`config.mk`:
```
export PLATFORM = sky130hd
export DESIGN_NAME = piecewise_linear_breakpoint_interp
export DESIGN_NICKNAME = d
export VERILOG_FILES = /design/src/rtl/bpi_pkg.sv /design/src/rtl/bpi_ram.sv /design/src/rtl/bpi_arith.sv /design/src/rtl/bpi_front.sv /design/src/rtl/bpi_fifo.sv /design/src/rtl/bpi_back.sv /design/src/rtl/piecewise_linear_breakpoint_interp.sv
export SDC_FILE = /design/constraint.sdc
export NUM_CORES = 2
export LEC_CHECK = 0
export ABC_AREA = 1
export BUFFER_PORTS_ARGS = -buffer_cell sky130_fd_sc_hd__buf_4
export CAP_MARGIN = 20
export CORE_AREA = 2 2 440 442
export DETAILED_ROUTE_END_ITERATION = 6
export DIE_AREA = 0 0 442 444
export GPL_TIMING_DRIVEN = 0
export SLEW_MARGIN = 20
export SYNTH_ARGS = -nofsm -noshare
export SYNTH_HDL_FRONTEND = slang
export SYNTH_SLANG_ARGS = --single-unit
```
`constraint.sdc`:
```
create_clock -name clock -period 9.4 [get_ports clock]
set_clock_uncertainty 0.1 [all_clocks]
set_input_delay 1.41 -clock clock [delete_from_list [all_inputs] [get_ports clock]]
set_output_delay 1.41 -clock clock [all_outputs]
set_load 0.05 [all_outputs]
```
`src/rtl/bpi_pkg.sv`:
```
// bpi_pkg: shared constants, state types and control structs for the
// breakpoint interpolator. No dependencies.
package bpi_pkg;

   localparam int MAX_POINTS_DEFAULT = 8;
   localparam int VALUE_BITS_DEFAULT = 32;

   localparam int CSR_BITS = 4;
   localparam int IDX_BITS = 3;
   localparam logic [CSR_BITS-1:0] POINTS_RESET = 4'd8;
   localparam logic [CSR_BITS-1:0] POINTS_MIN   = 4'd3;

   // multiplier operand slice handled per cycle
   localparam int MUL_CHUNK = 16;

   localparam logic FUNC_WRITE = 1'b0;
   localparam logic FUNC_EVAL  = 1'b1;

   typedef enum logic [2:0] {
      BK_IDLE,
      BK_SCAN,
      BK_DECIDE,
      BK_START,
      BK_WAIT,
      BK_EMIT
   } back_state_type;

   typedef enum logic [2:0] {
      AR_IDLE,
      AR_MUL,
      AR_CHECK,
      AR_DIV,
      AR_FIN
   } arith_state_type;

   typedef struct packed {
      logic start;
      logic neg;
   } arith_req_type;

endpackage

```
`src/rtl/bpi_ram.sv`:
```
// bpi_ram: generic single write port, single read port RAM with registered
// read data. No dependencies.
module bpi_ram #(
   parameter int WIDTH = 64,
   parameter int DEPTH = 8,
   localparam int AW = (DEPTH > 1) ? $clog2(DEPTH) : 1
) (
   input  logic             clock,
   input  logic             we,
   input  logic [AW-1:0]    waddr,
   input  logic [WIDTH-1:0] wdata,
   input  logic [AW-1:0]    raddr,
   output logic [WIDTH-1:0] rdata
);

   logic [WIDTH-1:0] mem_ff [DEPTH];
   logic [WIDTH-1:0] rdata_ff;

   always_ff @(posedge clock) begin
      if (we) begin
         mem_ff[waddr] <= wdata;
      end
      rdata_ff <= mem_ff[raddr];
   end

   assign rdata = rdata_ff;

endmodule

```
`src/rtl/bpi_arith.sv`:
```
// bpi_arith: sequential multiply (16-bit slices) and radix-2 restoring divide,
// then signed add and saturation. Depends on bpi_pkg.
module bpi_arith #(
   parameter int VALUE_BITS = bpi_pkg::VALUE_BITS_DEFAULT,
   localparam int MW = VALUE_BITS + 1
) (
   input  logic                         clock,
   input  logic                         reset,
   input  bpi_pkg::arith_req_type       req,
   input  logic [MW-1:0]                mag_a,
   input  logic [MW-1:0]                mag_b,
   input  logic [MW-1:0]                mag_d,
   input  logic [VALUE_BITS-1:0]        y_left,
   output logic                         done,
   output logic [VALUE_BITS-1:0]        y_result
);

   localparam int W    = VALUE_BITS;
   localparam int PW   = 2 * VALUE_BITS + 1;
   localparam int CH   = bpi_pkg::MUL_CHUNK;
   localparam int NCH  = (MW + bpi_pkg::MUL_CHUNK - 1) / bpi_pkg::MUL_CHUNK;
   localparam int BPAD = NCH * bpi_pkg::MUL_CHUNK;
   localparam int CW   = $clog2(MW + 1);
   localparam int SW   = VALUE_BITS + 3;

   bpi_pkg::arith_state_type state_ff, state_in;

   logic [CW-1:0]   cnt_ff, cnt_in;
   logic [MW-1:0]   a_ff, a_in;
   logic [BPAD-1:0] b_ff, b_in;
   logic [MW-1:0]   d_ff, d_in;
   logic            neg_ff, neg_in;
   logic [W-1:0]    yl_ff, yl_in;
   logic [PW-1:0]   acc_ff, acc_in;
   logic [MW-1:0]   rem_ff, rem_in;
   logic [MW-1:0]   nq_ff, nq_in;
   logic            sat_ff, sat_in;
   logic [W-1:0]    y_ff, y_in;
   logic            done_ff, done_in;

   logic do_load, do_mul, do_check, do_div, do_fin;

   logic [MW+CH-1:0] prod;
   logic             over_now;
   logic [MW:0]      trial;
   logic             trial_ge;
   logic [MW:0]      trial_diff;
   logic [SW-1:0]    sum;
   logic [SW-1:0]    q_ext;

   // next state
   always_comb begin
      state_in = state_ff;
      unique case (state_ff)
         bpi_pkg::AR_IDLE: begin
            if (req.start) state_in = bpi_pkg::AR_MUL;
         end
         bpi_pkg::AR_MUL: begin
            if (cnt_ff == CW'(NCH - 1)) state_in = bpi_pkg::AR_CHECK;
         end
         bpi_pkg::AR_CHECK: begin
            state_in = over_now ? bpi_pkg::AR_FIN : bpi_pkg::AR_DIV;
         end
         bpi_pkg::AR_DIV: begin
            if (cnt_ff == CW'(MW - 1)) state_in = bpi_pkg::AR_FIN;
         end
         bpi_pkg::AR_FIN: begin
            state_in = bpi_pkg::AR_IDLE;
         end
         default: state_in = bpi_pkg::AR_IDLE;
      endcase
   end

   // control strobes
   always_comb begin
      do_load  = 1'b0;
      do_mul   = 1'b0;
      do_check = 1'b0;
      do_div   = 1'b0;
      do_fin   = 1'b0;
      unique case (state_ff)
         bpi_pkg::AR_IDLE:  do_load  = req.start;
         bpi_pkg::AR_MUL:   do_mul   = 1'b1;
         bpi_pkg::AR_CHECK: do_check = 1'b1;
         bpi_pkg::AR_DIV:   do_div   = 1'b1;
         bpi_pkg::AR_FIN:   do_fin   = 1'b1;
         default: ;
      endcase
   end

   // datapath
   always_comb begin
      prod       = a_ff * b_ff[BPAD-1 -: CH];
      // quotient would not fit in MW bits: result saturates either way
      over_now   = {1'b0, acc_ff[PW-1:MW]} >= d_ff;
      trial      = {rem_ff, nq_ff[MW-1]};
      trial_ge   = trial >= {1'b0, d_ff};
      trial_diff = trial - {1'b0, d_ff};
      q_ext      = SW'(nq_ff);
      sum        = {{3{yl_ff[W-1]}}, yl_ff} + (neg_ff ? (~q_ext + 1'b1) : q_ext);

      cnt_in  = cnt_ff;
      a_in    = a_ff;
      b_in    = b_ff;
      d_in    = d_ff;
      neg_in  = neg_ff;
      yl_in   = yl_ff;
      acc_in  = acc_ff;
      rem_in  = rem_ff;
      nq_in   = nq_ff;
      sat_in  = sat_ff;
      y_in    = y_ff;
      done_in = do_fin;

      if (do_load) begin
         a_in   = mag_a;
         b_in   = BPAD'(mag_b);
         d_in   = mag_d;
         neg_in = req.neg;
         yl_in  = y_left;
         acc_in = '0;
         cnt_in = '0;
      end
      if (do_mul) begin
         // most significant slice first
         acc_in = (acc_ff << CH) + PW'(prod);
         b_in   = b_ff << CH;
         cnt_in = cnt_ff + 1'b1;
      end
      if (do_check) begin
         sat_in = over_now;
         rem_in = {1'b0, acc_ff[PW-1:MW]};
         nq_in  = acc_ff[MW-1:0];
         cnt_in = '0;
      end
      if (do_div) begin
         rem_in = trial_ge ? trial_diff[MW-1:0] : trial[MW-1:0];
         nq_in  = {nq_ff[MW-2:0], trial_ge};
         cnt_in = cnt_ff + 1'b1;
      end
      if (do_fin) begin
         if (sat_ff) begin
            y_in = neg_ff ? {1'b1, {(W-1){1'b0}}} : {1'b0, {(W-1){1'b1}}};
         end else if (sum[SW-1:W-1] == '0 || sum[SW-1:W-1] == '1) begin
            y_in = sum[W-1:0];
         end else begin
            y_in = sum[SW-1] ? {1'b1, {(W-1){1'b0}}} : {1'b0, {(W-1){1'b1}}};
         end
      end
   end

   always_ff @(posedge clock) begin
      if (reset) begin
         state_ff <= bpi_pkg::AR_IDLE;
         done_ff  <= 1'b0;
      end else begin
         state_ff <= state_in;
         done_ff  <= done_in;
      end
      cnt_ff <= cnt_in;
      a_ff   <= a_in;
      b_ff   <= b_in;
      d_ff   <= d_in;
      neg_ff <= neg_in;
      yl_ff  <= yl_in;
      acc_ff <= acc_in;
      rem_ff <= rem_in;
      nq_ff  <= nq_in;
      sat_ff <= sat_in;
      y_ff   <= y_in;
   end

   assign done     = done_ff;
   assign y_result = y_ff;

endmodule

```
`src/rtl/bpi_front.sv`:
```
// bpi_front: request intake, points-in-use register and command build for the
// back end queue. Depends on bpi_pkg.
module bpi_front #(
   parameter int MAX_POINTS = bpi_pkg::MAX_POINTS_DEFAULT,
   parameter int VALUE_BITS = bpi_pkg::VALUE_BITS_DEFAULT,
   localparam int AW    = $clog2(MAX_POINTS),
   localparam int CMD_W = 1 + AW + 2 * VALUE_BITS
) (
   input  logic                          clock,
   input  logic                          reset,
   input  logic                          req_valid,
   output logic                          req_ready,
   input  logic                          req_func,
   input  logic [bpi_pkg::IDX_BITS-1:0]  req_point_index,
   input  logic signed [VALUE_BITS-1:0]  req_point_x,
   input  logic signed [VALUE_BITS-1:0]  req_point_y,
   input  logic signed [VALUE_BITS-1:0]  req_x_in,
   input  logic                          csr_write_enable,
   input  logic [bpi_pkg::CSR_BITS-1:0]  csr_write_data,
   output logic                          q_push,
   output logic [CMD_W-1:0]              q_data,
   input  logic                          q_ready
);

   logic [bpi_pkg::CSR_BITS-1:0] points_ff, points_in;
   logic [AW-1:0]                last_idx;
   logic                         is_eval;
   logic                         write_ok;

   always_comb begin
      points_in = csr_write_enable ? csr_write_data : points_ff;
   end

   always_ff @(posedge clock) begin
      if (reset) begin
         points_ff <= bpi_pkg::POINTS_RESET;
      end else begin
         points_ff <= points_in;
      end
   end

   // index of the last point in use, clamped into the table
   always_comb begin
      if (points_ff < bpi_pkg::POINTS_MIN) begin
         last_idx = AW'(bpi_pkg::POINTS_MIN - 4'd1);
      end else if (32'(points_ff) > 32'(MAX_POINTS)) begin
         last_idx = AW'(MAX_POINTS - 1);
      end else begin
         last_idx = AW'(points_ff - 4'd1);
      end
   end

   always_comb begin
      is_eval   = (req_func == bpi_pkg::FUNC_EVAL);
      write_ok  = (32'(req_point_index) < 32'(MAX_POINTS));
      req_ready = q_ready;
      // writes past the table are taken and dropped here
      q_push    = req_valid && q_ready && (is_eval || write_ok);
      q_data    = {is_eval,
                   is_eval ? last_idx : AW'(req_point_index),
                   is_eval ? req_x_in : req_point_x,
                   req_point_y};
   end

endmodule

```
`src/rtl/bpi_fifo.sv`:
```
// bpi_fifo: two-entry command queue between front and back end.
// No dependencies.
module bpi_fifo #(
   parameter int WIDTH = 8
) (
   input  logic             clock,
   input  logic             reset,
   input  logic             push,
   input  logic [WIDTH-1:0] push_data,
   output logic             push_ready,
   input  logic             pop,
   output logic             pop_valid,
   output logic [WIDTH-1:0] pop_data
);

   logic [WIDTH-1:0] slot_ff [2];
   logic             wr_ptr_ff, wr_ptr_in;
   logic             rd_ptr_ff, rd_ptr_in;
   logic [1:0]       count_ff, count_in;
   logic             push_ok, pop_ok;

   always_comb begin
      push_ready = (count_ff != 2'd2);
      pop_valid  = (count_ff != 2'd0);
      pop_data   = slot_ff[rd_ptr_ff];
      push_ok    = push && push_ready;
      pop_ok     = pop && pop_valid;
      wr_ptr_in  = push_ok ? ~wr_ptr_ff : wr_ptr_ff;
      rd_ptr_in  = pop_ok ? ~rd_ptr_ff : rd_ptr_ff;
      count_in   = count_ff + 2'(push_ok) - 2'(pop_ok);
   end

   always_ff @(posedge clock) begin
      if (reset) begin
         wr_ptr_ff <= 1'b0;
         rd_ptr_ff <= 1'b0;
         count_ff  <= 2'd0;
      end else begin
         wr_ptr_ff <= wr_ptr_in;
         rd_ptr_ff <= rd_ptr_in;
         count_ff  <= count_in;
      end
      if (push_ok) begin
         slot_ff[wr_ptr_ff] <= push_data;
      end
   end

endmodule

```
`src/rtl/bpi_back.sv`:
```
// bpi_back: point table, segment scan, case decision and result register.
// Depends on bpi_pkg, bpi_ram and bpi_arith.
module bpi_back #(
   parameter int MAX_POINTS = bpi_pkg::MAX_POINTS_DEFAULT,
   parameter int VALUE_BITS = bpi_pkg::VALUE_BITS_DEFAULT,
   localparam int AW    = $clog2(MAX_POINTS),
   localparam int CMD_W = 1 + AW + 2 * VALUE_BITS
) (
   input  logic                          clock,
   input  logic                          reset,
   input  logic                          q_valid,
   input  logic [CMD_W-1:0]              q_data,
   output logic                          q_pop,
   output logic                          rsp_valid,
   input  logic                          rsp_ready,
   output logic signed [VALUE_BITS-1:0]  rsp_y_out,
   output logic                          rsp_zero_width
);

   localparam int W  = VALUE_BITS;
   localparam int MW = VALUE_BITS + 1;

   function automatic logic [MW-1:0] mag(input logic [MW-1:0] v);
      mag = v[MW-1] ? (~v + 1'b1) : v;
   endfunction

   bpi_pkg::back_state_type state_ff, state_in;

   logic          cmd_eval;
   logic [AW-1:0] cmd_addr;
   logic [W-1:0]  cmd_a, cmd_b;

   logic          ram_we;
   logic [AW-1:0] ram_raddr;
   logic [2*W-1:0] ram_rdata;
   logic [W-1:0]  rd_x;

   logic [W-1:0]  eval_x_ff, eval_x_in;
   logic [AW-1:0] last_ff, last_in;
   logic [AW-1:0] k_ff, k_in;
   logic [2*W-1:0] prev_ff, prev_in;
   logic [W-1:0]  xl_ff, xl_in, yl_ff, yl_in, xr_ff, xr_in, yr_ff, yr_in;
   logic          seg_first_ff, seg_first_in;
   logic          seg_last_ff, seg_last_in;
   logic [MW-1:0] dn_ff, dn_in, dy_ff, dy_in, dd_ff, dd_in;
   logic [W-1:0]  res_y_ff, res_y_in;
   logic          res_zw_ff, res_zw_in;
   logic          rsp_valid_ff, rsp_valid_in;
   logic [W-1:0]  rsp_y_ff, rsp_y_in;
   logic          rsp_zw_ff, rsp_zw_in;

   logic          scan_hit;
   logic          x_below, x_above, direct;
   logic          out_free;

   logic          do_pop, do_scan, do_decide, do_wait, do_emit;

   bpi_pkg::arith_req_type arith_req;
   logic                   arith_done;
   logic [W-1:0]           arith_y;

   always_comb begin
      cmd_eval = q_data[CMD_W-1];
      cmd_addr = q_data[CMD_W-2 -: AW];
      cmd_a    = q_data[2*W-1:W];
      cmd_b    = q_data[W-1:0];
      rd_x     = ram_rdata[2*W-1:W];
      // right end of the segment: first point above x, or the last point
      scan_hit = (k_ff != '0) &&
                 ((k_ff < last_ff && $signed(eval_x_ff) < $signed(rd_x)) ||
                  k_ff == last_ff);
      x_below  = seg_first_ff && ($signed(eval_x_ff) < $signed(xl_ff));
      x_above  = seg_last_ff && ($signed(eval_x_ff) > $signed(xr_ff));
      direct   = x_below || x_above || (xl_ff == xr_ff);
      out_free = !rsp_valid_ff || rsp_ready;
   end

   // next state
   always_comb begin
      state_in = state_ff;
      unique case (state_ff)
         bpi_pkg::BK_IDLE: begin
            if (q_valid && cmd_eval) state_in = bpi_pkg::BK_SCAN;
         end
         bpi_pkg::BK_SCAN: begin
            if (scan_hit) state_in = bpi_pkg::BK_DECIDE;
         end
         bpi_pkg::BK_DECIDE: begin
            state_in = direct ? bpi_pkg::BK_EMIT : bpi_pkg::BK_START;
         end
         bpi_pkg::BK_START: begin
            state_in = bpi_pkg::BK_WAIT;
         end
         bpi_pkg::BK_WAIT: begin
            if (arith_done) state_in = bpi_pkg::BK_EMIT;
         end
         bpi_pkg::BK_EMIT: begin
            if (out_free) state_in = bpi_pkg::BK_IDLE;
         end
         default: state_in = bpi_pkg::BK_IDLE;
      endcase
   end

   // control strobes
   always_comb begin
      do_pop    = 1'b0;
      do_scan   = 1'b0;
      do_decide = 1'b0;
      do_wait   = 1'b0;
      do_emit   = 1'b0;
      arith_req = '0;
      unique case (state_ff)
         bpi_pkg::BK_IDLE:   do_pop    = q_valid;
         bpi_pkg::BK_SCAN:   do_scan   = 1'b1;
         bpi_pkg::BK_DECIDE: do_decide = 1'b1;
         bpi_pkg::BK_START: begin
            arith_req.start = 1'b1;
            arith_req.neg   = (dn_ff[MW-1] ^ dy_ff[MW-1] ^ dd_ff[MW-1]) &&
                              dn_ff != '0 && dy_ff != '0;
         end
         bpi_pkg::BK_WAIT:   do_wait   = arith_done;
         bpi_pkg::BK_EMIT:   do_emit   = out_free;
         default: ;
      endcase
      q_pop     = do_pop;
      ram_we    = do_pop && !cmd_eval;
      ram_raddr = do_scan ? AW'(k_ff + 1'b1) : '0;
   end

   // datapath
   always_comb begin
      eval_x_in    = eval_x_ff;
      last_in      = last_ff;
      k_in         = k_ff;
      prev_in      = prev_ff;
      xl_in        = xl_ff;
      yl_in        = yl_ff;
      xr_in        = xr_ff;
      yr_in        = yr_ff;
      seg_first_in = seg_first_ff;
      seg_last_in  = seg_last_ff;
      dn_in        = dn_ff;
      dy_in        = dy_ff;
      dd_in        = dd_ff;
      res_y_in     = res_y_ff;
      res_zw_in    = res_zw_ff;
      rsp_y_in     = rsp_y_ff;
      rsp_zw_in    = rsp_zw_ff;
      rsp_valid_in = rsp_ready ? 1'b0 : rsp_valid_ff;

      if (do_pop && cmd_eval) begin
         eval_x_in = cmd_a;
         last_in   = cmd_addr;
         k_in      = '0;
      end
      if (do_scan) begin
         prev_in = ram_rdata;
         k_in    = AW'(k_ff + 1'b1);
         if (scan_hit) begin
            xl_in        = prev_ff[2*W-1:W];
            yl_in        = prev_ff[W-1:0];
            xr_in        = rd_x;
            yr_in        = ram_rdata[W-1:0];
            seg_first_in = (k_ff == AW'(1));
            seg_last_in  = (k_ff == last_ff);
         end
      end
      if (do_decide) begin
         dn_in     = {eval_x_ff[W-1], eval_x_ff} - {xl_ff[W-1], xl_ff};
         dy_in     = {yr_ff[W-1], yr_ff} - {yl_ff[W-1], yl_ff};
         dd_in     = {xr_ff[W-1], xr_ff} - {xl_ff[W-1], xl_ff};
         res_y_in  = x_above ? yr_ff : yl_ff;
         res_zw_in = !x_below && !x_above && (xl_ff == xr_ff);
      end
      if (do_wait) begin
         res_y_in  = arith_y;
         res_zw_in = 1'b0;
      end
      if (do_emit) begin
         rsp_valid_in = 1'b1;
         rsp_y_in     = res_y_ff;
         rsp_zw_in    = res_zw_ff;
      end
   end

   always_ff @(posedge clock) begin
      if (reset) begin
         state_ff     <= bpi_pkg::BK_IDLE;
         rsp_valid_ff <= 1'b0;
      end else begin
         state_ff     <= state_in;
         rsp_valid_ff <= rsp_valid_in;
      end
      eval_x_ff    <= eval_x_in;
      last_ff      <= last_in;
      k_ff         <= k_in;
      prev_ff      <= prev_in;
      xl_ff        <= xl_in;
      yl_ff        <= yl_in;
      xr_ff        <= xr_in;
      yr_ff        <= yr_in;
      seg_first_ff <= seg_first_in;
      seg_last_ff  <= seg_last_in;
      dn_ff        <= dn_in;
      dy_ff        <= dy_in;
      dd_ff        <= dd_in;
      res_y_ff     <= res_y_in;
      res_zw_ff    <= res_zw_in;
      rsp_y_ff     <= rsp_y_in;
      rsp_zw_ff    <= rsp_zw_in;
   end

   bpi_ram #(
      .WIDTH (2 * VALUE_BITS),
      .DEPTH (MAX_POINTS)
   ) u_table (
      .clock (clock),
      .we    (ram_we),
      .waddr (cmd_addr),
      .wdata ({cmd_a, cmd_b}),
      .raddr (ram_raddr),
      .rdata (ram_rdata)
   );

   bpi_arith #(
      .VALUE_BITS (VALUE_BITS)
   ) u_arith (
      .clock    (clock),
      .reset    (reset),
      .req      (arith_req),
      .mag_a    (mag(dn_ff)),
      .mag_b    (mag(dy_ff)),
      .mag_d    (mag(dd_ff)),
      .y_left   (yl_ff),
      .done     (arith_done),
      .y_result (arith_y)
   );

   assign rsp_valid      = rsp_valid_ff;
   assign rsp_y_out      = rsp_y_ff;
   assign rsp_zero_width = rsp_zw_ff;

`ifndef SYNTHESIS
   a_scan_in_range: assert property (@(posedge clock) disable iff (reset)
      state_ff == bpi_pkg::BK_SCAN |-> k_ff <= last_ff)
      else $error("segment scan ran past the last point in use");

   a_scan_start: assert property (@(posedge clock) disable iff (reset)
      (do_pop && cmd_eval) |=> (state_ff == bpi_pkg::BK_SCAN && k_ff == '0))
      else $error("evaluate did not start the scan at point zero");

   a_arith_done_expected: assert property (@(posedge clock) disable iff (reset)
      arith_done |-> state_ff == bpi_pkg::BK_WAIT)
      else $error("divider finished while nothing waited for it");

   a_zero_width_segment: assert property (@(posedge clock) disable iff (reset)
      (state_ff == bpi_pkg::BK_EMIT && res_zw_ff) |-> dd_ff == '0)
      else $error("zero width flag on a segment of nonzero width");
`endif

endmodule

```
`src/rtl/piecewise_linear_breakpoint_interp.sv`:
```
// piecewise_linear_breakpoint_interp: top level of the breakpoint interpolator.
// Depends on bpi_pkg, bpi_front, bpi_fifo and bpi_back.
//
//   channel | ports                         | direction | moves
//   req     | req_valid / req_ready         | in        | write or evaluate item
//   rsp     | rsp_valid / rsp_ready         | out       | y_out and zero_width
//   csr     | csr_write_enable / _data      | in        | points_in_use, no wait
//
// a write item is stored in the table as it is popped. an interpolated item scans the
// table up to the right end of the chosen segment, then multiplies and divides; a clamped
// or zero width item skips the arithmetic, and the divide is skipped when the quotient
// overflows.
// reset is synchronous; points_in_use returns to 8, the table is not cleared.
// the two-entry queue and the output register let intake continue while a
// result waits on rsp_ready.
module piecewise_linear_breakpoint_interp #(
   parameter int MAX_POINTS = bpi_pkg::MAX_POINTS_DEFAULT,
   parameter int VALUE_BITS = bpi_pkg::VALUE_BITS_DEFAULT
) (
   input  logic                          clock,
   input  logic                          reset,
   input  logic                          req_valid,
   output logic                          req_ready,
   input  logic                          req_func,
   input  logic [bpi_pkg::IDX_BITS-1:0]  req_point_index,
   input  logic signed [VALUE_BITS-1:0]  req_point_x,
   input  logic signed [VALUE_BITS-1:0]  req_point_y,
   input  logic signed [VALUE_BITS-1:0]  req_x_in,
   output logic                          rsp_valid,
   input  logic                          rsp_ready,
   output logic signed [VALUE_BITS-1:0]  rsp_y_out,
   output logic                          rsp_zero_width,
   input  logic                          csr_write_enable,
   input  logic [bpi_pkg::CSR_BITS-1:0]  csr_write_data
);

   localparam int AW    = $clog2(MAX_POINTS);
   localparam int CMD_W = 1 + AW + 2 * VALUE_BITS;

   logic             fq_push, fq_ready;
   logic [CMD_W-1:0] fq_push_data;
   logic             bq_pop, bq_valid;
   logic [CMD_W-1:0] bq_data;

   bpi_front #(
      .MAX_POINTS (MAX_POINTS),
      .VALUE_BITS (VALUE_BITS)
   ) u_front (
      .clock            (clock),
      .reset            (reset),
      .req_valid        (req_valid),
      .req_ready        (req_ready),
      .req_func         (req_func),
      .req_point_index  (req_point_index),
      .req_point_x      (req_point_x),
      .req_point_y      (req_point_y),
      .req_x_in         (req_x_in),
      .csr_write_enable (csr_write_enable),
      .csr_write_data   (csr_write_data),
      .q_push           (fq_push),
      .q_data           (fq_push_data),
      .q_ready          (fq_ready)
   );

   bpi_fifo #(
      .WIDTH (CMD_W)
   ) u_queue (
      .clock      (clock),
      .reset      (reset),
      .push       (fq_push),
      .push_data  (fq_push_data),
      .push_ready (fq_ready),
      .pop        (bq_pop),
      .pop_valid  (bq_valid),
      .pop_data   (bq_data)
   );

   bpi_back #(
      .MAX_POINTS (MAX_POINTS),
      .VALUE_BITS (VALUE_BITS)
   ) u_back (
      .clock          (clock),
      .reset          (reset),
      .q_valid        (bq_valid),
      .q_data         (bq_data),
      .q_pop          (bq_pop),
      .rsp_valid      (rsp_valid),
      .rsp_ready      (rsp_ready),
      .rsp_y_out      (rsp_y_out),
      .rsp_zero_width (rsp_zero_width)
   );

endmodule
```
* After elaboration in Yosys (flattened, before gate mapping) *
Memories as Yosys holds them, arrays and structs flattened. A register that Yosys moved wholly into a read port is not among the register bits.
Index checks and enable logic that the tools add are counted.

cells by class
  mux-type cells = 61
  multipliers = 1
  add/subtract/negate cells = 15
  reductions and logical operators = 39
  bitwise operators = 8
  eq/ne operators = 23
  magnitude comparators = 8

operators by type and width
  cell                     number
  $mux W32                 10
  $mux W33                 6
  $mux W65                 2
  $add A33 B1 Y33 const B  3
  $not A33 Y33             3
  $sub A32 B32 Y33         3
  $mux W48                 2
  $reduce_bool A33 Y1      2
  $add A65 B49 Y65         1
  $lt A32 B32 Y1           2
  $mul A33 B16 Y49         1
  $mux W3                  15
  $add A35 B1 Y35 const B  1
  $add A35 B35 Y35         1
  $mux W35                 1
  $not A33 Y35             1
  $ge A34 B33 Y1           1
  $ge A32 B33 Y1           1
  $sub A33 B33 Y33         1
  $eq A32 B32 Y1           1
  $gt A32 B32 Y1           1
  $mux W6                  4
  $mux W1                  18
  $pmux W3 S6              1
  32 further kinds         73

word-level totals
  memory bits (writable) = 648
  bits in registers = 730
  input port bits = 109
  memories kept = 2
  output and inout port bits = 35
  logic and storage cells = 196

memories
  memory                 depth  width  rd ports  clocked after Yosys merged registers in  write ports  line            text
  u_back.u_table.mem_ff  8      64     1         1                                        1            bpi_ram.sv:16   logic [WIDTH-1:0] mem_ff [DEPTH];
  u_queue.slot_ff        2      68     1         1                                        1            bpi_fifo.sv:16  logic [WIDTH-1:0] slot_ff [2];

* Depth between registers and ports, before layout *
  depth after elaboration = 10
  mapped depth = 31
  gate-level depth less buffers = 30

* Modules after synthesis *
Synthesis repeated with hierarchy kept, for this count alone.

unflattened totals
  cells, all modules = 9740
  area, all modules = 90357.9 µm²

by module, submodules not included
  module     cells an instance  area an instance (µm²)  times used
  bpi_arith  4799               38094.0                 1
  bpi_ram    2294               23657.7                 1
  bpi_back   2217               22385.2                 1
  bpi_fifo   249                5241.3                  1
  bpi_front  181                979.7                   1

* Worst setup path before layout *
Ideal clock, no wire load.

  path kind = reg-to-reg
  from = reg u_back.state_ff[1]
  to = reg u_back.res_y_ff[0], enable pin
  cell stages (with the launch flop) = 5
  required time = 8.908 ns
  setup time = 0.392 ns
  slack = -0.147 ns
  clock period less this slack = 9.547 ns
  data arrival time = 9.055 ns
  path through = dfxtp_1 inv_1 nor3_1 inv_1 nand2_1

on the way
  longest elaborated chain between the ends = 3

RTL lines
  element                                       line             text
  from (decl)                                   bpi_back.sv:27   bpi_pkg::back_state_type state_ff, state_in;
  from (signal assigned)                        bpi_back.sv:188  state_ff <= bpi_pkg::BK_IDLE;
  from (signal assigned)                        bpi_back.sv:191  state_ff <= state_in;
  $eq A3 B3 Y1 or $eq A3 B2 Y1 (tied branches)  bpi_back.sv:112  unique case (state_ff)
  $mux W1                                       bpi_back.sv:112
  $reduce_bool A2 Y1 (no line) (*)              -
  to (signal assigned)                          bpi_back.sv:207  res_y_ff <= res_y_in;
  to (decl)                                     bpi_back.sv:46   logic [W-1:0] res_y_ff, res_y_in;

Every way passes the cells marked *; elsewhere a longest branch is shown, timed or not.
A chain may end at the register's enable or synchronous reset.

* Worst setup path after layout *
  from = reg u_back.u_arith.b_ff[46]
  to = reg u_back.u_arith.acc_ff[53], data pin

on the way
  longest elaborated chain between the ends = 3

RTL lines
  element                 line              text
  from (decl)             bpi_arith.sv:30   logic [BPAD-1:0] b_ff, b_in;
  from (signal assigned)  bpi_arith.sv:162  b_ff <= b_in;
  $mul A33 B16 Y49        bpi_arith.sv:93   prod = a_ff * b_ff[BPAD-1 -: CH];
  $add A65 B49 Y65        bpi_arith.sv:126  acc_in = (acc_ff << CH) + PW'(prod);
  $mux W65                bpi_arith.sv:124  if (do_mul) begin
  to (signal assigned)    bpi_arith.sv:166  acc_ff <= acc_in;
  to (decl)               bpi_arith.sv:34   logic [PW-1:0] acc_ff, acc_in;

Every way passes these cells.

==> summary.md <==
| Metric | Value |
|---|---|
| Vias in the first global route | 61,500 |
| Clk pin slew, worst setup/hold paths | 0.07 ns |
| Top-count cell post-synth | nand2_1 |
| Max Root-Sink Buffers | 3 |
| CP Capture Type | flop |
| Starting Density | 44.8% |
| Synthesized net count | 9,453 |
| GRT overflow | 0 |
| Worst path arrival time | 8.92 ns |
| Syn Inst Count | 8,460 |
| Post-synth EDFFs | 1,345 |
| CP Class | reg2reg |
| WL met2 | 123,000 um |
| Tot GR Track Use | 25.6% |
| Min setup slack post-route | 0.917 ns |
| Die area | 196,000 um^2 |
| Cell taking the most area after synthesis | edfxtp_1 |
| Setup violations, final | 0 |
| Via Count | 61,000 |
| Share of cells above drive strength 1 | 7.19% |
| RD Place Congestion | 0.980 |
| Fillcell total | 17,400 |
| Cts bufs inserted | 146 |
| Yosys cell types | 61 |
| Post-DR wirelength/cell | 22.1 um |
| Max Cap Viol | 0 |
| Final hold slack | 0.302 ns |
| Status | completed |
| Worst relative slew slack | 22.7% |
| Post-route ant nets | 0 |
| First drt pass iteration count | 6 |
| Via density | 5.33 |
| Top layer used by detailed routing | met5 |
| I/O Buffers | 142 |
| Seq/Total Area, Yosys | 49.4% |
| Period utilization | 90.2% |
| Reg area | 42,400 um^2 |
| Post-CTS Hold Fix Bufs | 0 |
| Commonest cells in the netlist | nand2_1 (1,822), inv_1 (1,424), edfxtp_1 (1,345) |
| Top_reg_cell synth | edfxtp_1 |
| Pwr per Cell Area | 339 nW/um^2 |
| DRT iter0 DRCs | 5,133 |
| Core area | 192,000 um^2 |
| M1 WL | 106,000 um |
| Synth top area share | 47.1% |
| Synth top area cells | edfxtp_1 (47%), fa_1 (11%), nand2_1 (8.0%), inv_1 (6.2%), ha_1 (6.0%) |
| Rows | 161 |
| Die Span Y | 444 um |
| Max VDD drop | 355 uV |
| Synth Register Bits | 1,443 |
| I/O Pins | 144 |
| Worst-Skew Late Latency | 0.81 ns |
| Hpwl dp | 202,000 um |
| Crit-path max FO | 10 |
| Avg Cell Area, Syn | 10.1 um^2 |
| Dpl cells | 11,200 |
| Post-CTS Resized | 0 |
| Max Slew Vio Count | 0 |
| Multi-input gate area | 36,900 um^2 |
| Total wire length | 253,000 um |
| Nets@finish | 9,797 |
| Post-CTS setup buffer count | 0 |
| Largest net degree at the start of global routing | 58 |
| Die Wd | 442 um |
| Final hold vios | 0 |
| Startpoint Class | flop |
| Post-Layout Cell Count | 11,400 |
| Place WS | 1.11 ns |
| Antenna violations before repair | 9 |
| Async set-or-reset flop fraction in the synthesized netlist | 0% |
| Area Overhead vs Synth | 12.1% |
| RSZ-0062 raised after global routing | no |
| # diodes | 0 |
| Met3 WL | 13,000 um |
| CTS root buf | clkbuf_16 |
| Worst slew pin tran | 1.16 ns |
| Fin crit period | 8.48 ns |
| Hold crit path type | reg2reg |
| Warnings, synthesis | 0 |
| Worst EP required | 9.84 ns |
| H-Tree Depth | 4 |
| DR DRC count | 0 |
| Syn Std Cell Area | 85,800 um^2 |
| Max Freq | 118 MHz |
| Leakage power | 40.7 nW |
| Sink Count | 1,443 |
| Global-route wire length before repair | 379,000 um |
| TritonCTS clock tree | done |
cell type report:
cell class	instances	area share, %
Buffer	319	1.35
Clock buffer	191	4.23
Clock inverter	71	0.861
Inverter	1431	5.59
Multi-Input combinational cell	5267	38.4
Sequential cell	1443	44.1
Tap cell	2526	3.29
Timing Repair Buffer	196	2.25
path summary, 6_finish.rpt:
| kind | from | to | slack, ns | depth (start not counted) |
|---|---|---|---|---|
| max | u_back.u_arith.b_ff[46]$_DFFE_PP_ | u_back.u_arith.acc_ff[53]$_SDFFCE_PN0P_ | 0.92 | 23 |
| min reg2reg | u_back.prev_ff[45]$_DFFE_PP_ | u_back.xl_ff[13]$_DFFE_PP_ | 0.30 | 0 |
| min | u_back.prev_ff[45]$_DFFE_PP_ | u_back.xl_ff[13]$_DFFE_PP_ | 0.30 | 0 |
| max reg2reg | u_back.u_arith.b_ff[46]$_DFFE_PP_ | u_back.u_arith.acc_ff[53]$_SDFFCE_PN0P_ | 0.92 | 23 |
cells by family (layout without fill, tap and decap cells):
| kind of cell | Yosys count | count (layout) | share of synthesized area, % |
|---|---|---|---|
| muxes | 96 | 96 | 1.26 |
| DFF | 1443 | 1443 | 49.4 |
| and+or+nand+nor | 2809 | 2809 | 13.4 |
| AOI/OAI and AO/OA | 1222 | 1222 | 8.58 |
| buffers and inverters | 1750 | 2208 | 7.77 |
| adders and majority gates | 884 | 884 | 17.0 |
| xor gates and xnor gates | 256 | 256 | 2.61 |
registers in the layout, indices dropped and copies added (netlist names), 4 cells and up, named ones only:
register and count:
u_back.dd_ff 33, u_back.dn_ff 33, u_back.dy_ff 33, u_back.eval_x_ff 32, u_back.prev_ff 64, u_back.res_y_ff 32
u_back.rsp_y_out 32, u_back.u_arith.a_ff 33, u_back.u_arith.acc_ff 65, u_back.u_arith.b_ff 48, u_back.u_arith.cnt_ff 6, u_back.u_arith.d_ff 33
u_back.u_arith.nq_ff 33, u_back.u_arith.rem_ff 33, u_back.u_arith.y_result 32, u_back.u_arith.yl_ff 32, u_back.u_table.mem_ff 512, u_back.u_table.rdata 64
u_back.xl_ff 32, u_back.xr_ff 32, u_back.yl_ff 32, u_back.yr_ff 32, u_front.points_ff 4, u_queue.slot_ff 136
layout by cell type (no fill, tap or decap), types with 98 or more instances in the layout:
cell type and instances:
xnor2_1 98, buf_4 152, clkbuf_16 153, clkbuf_1 296, a21oi_1 454, nor2_1 465
nand3_1 280, xor2_1 158, dfxtp_1 98, fa_1 470, nand2_1 1819, o221ai_1 134
ha_1 414, o21ai_0 309, inv_1 1423, edfxtp_1 1345
critical path: stages (launching register included):
cell	delay, ns
edfxtp_1	0.32
clkbuf_1	0.85
clkbuf_1	0.60
nand2_1	0.11
inv_1	0.11
fa_1	0.44
fa_1	0.51
fa_1	0.45
fa_1	0.52
fa_1	0.54
inv_1	0.06
fa_1	0.48
inv_1	0.04
ha_1	0.36
a21oi_1	0.23
a21boi_0	0.66
o21ai_0	0.25
a21oi_1	0.49
nand3_1	0.38
a21o_1	0.29
a21oi_1	0.19
nand2_1	0.08
nand2_1	0.06
nor2_1	0.09
stage by stage:
step / cell area (um^2) / power (mW) / setup TNS, ns / utilization [%]
after floorplan: 85800 / 20.1 / 0 / -
after global placement: 90000 / 26.3 / -236.60 / 47.0
after detailed placement: 91200 / 26.5 / 0 / 47.6
after CTS: 96100 / 32.6 / 0 / 50.2
after global routing: 96100 / 34.7 / 0 / 50.2
final: 96100 / 32.6 / 0 / 50.2
where the power goes:
group | internal [mW] | switching (mW) | leakage, nW | total, mW
clock network | 3.40 | 2.52 | 2.38 | 5.92
registers | 8.65 | 0.546 | 13.0 | 9.19
logic | 5.28 | 12.2 | 25.3 | 17.5
routing by layer:
layer,up-vias,global-route usage (%)
met4,6,10.6
met1,29800,33.2
met2,1956,43.7
li1,28800,-
met3,441,2.87
met5,-,0
(Power assumes the default switching activity.)
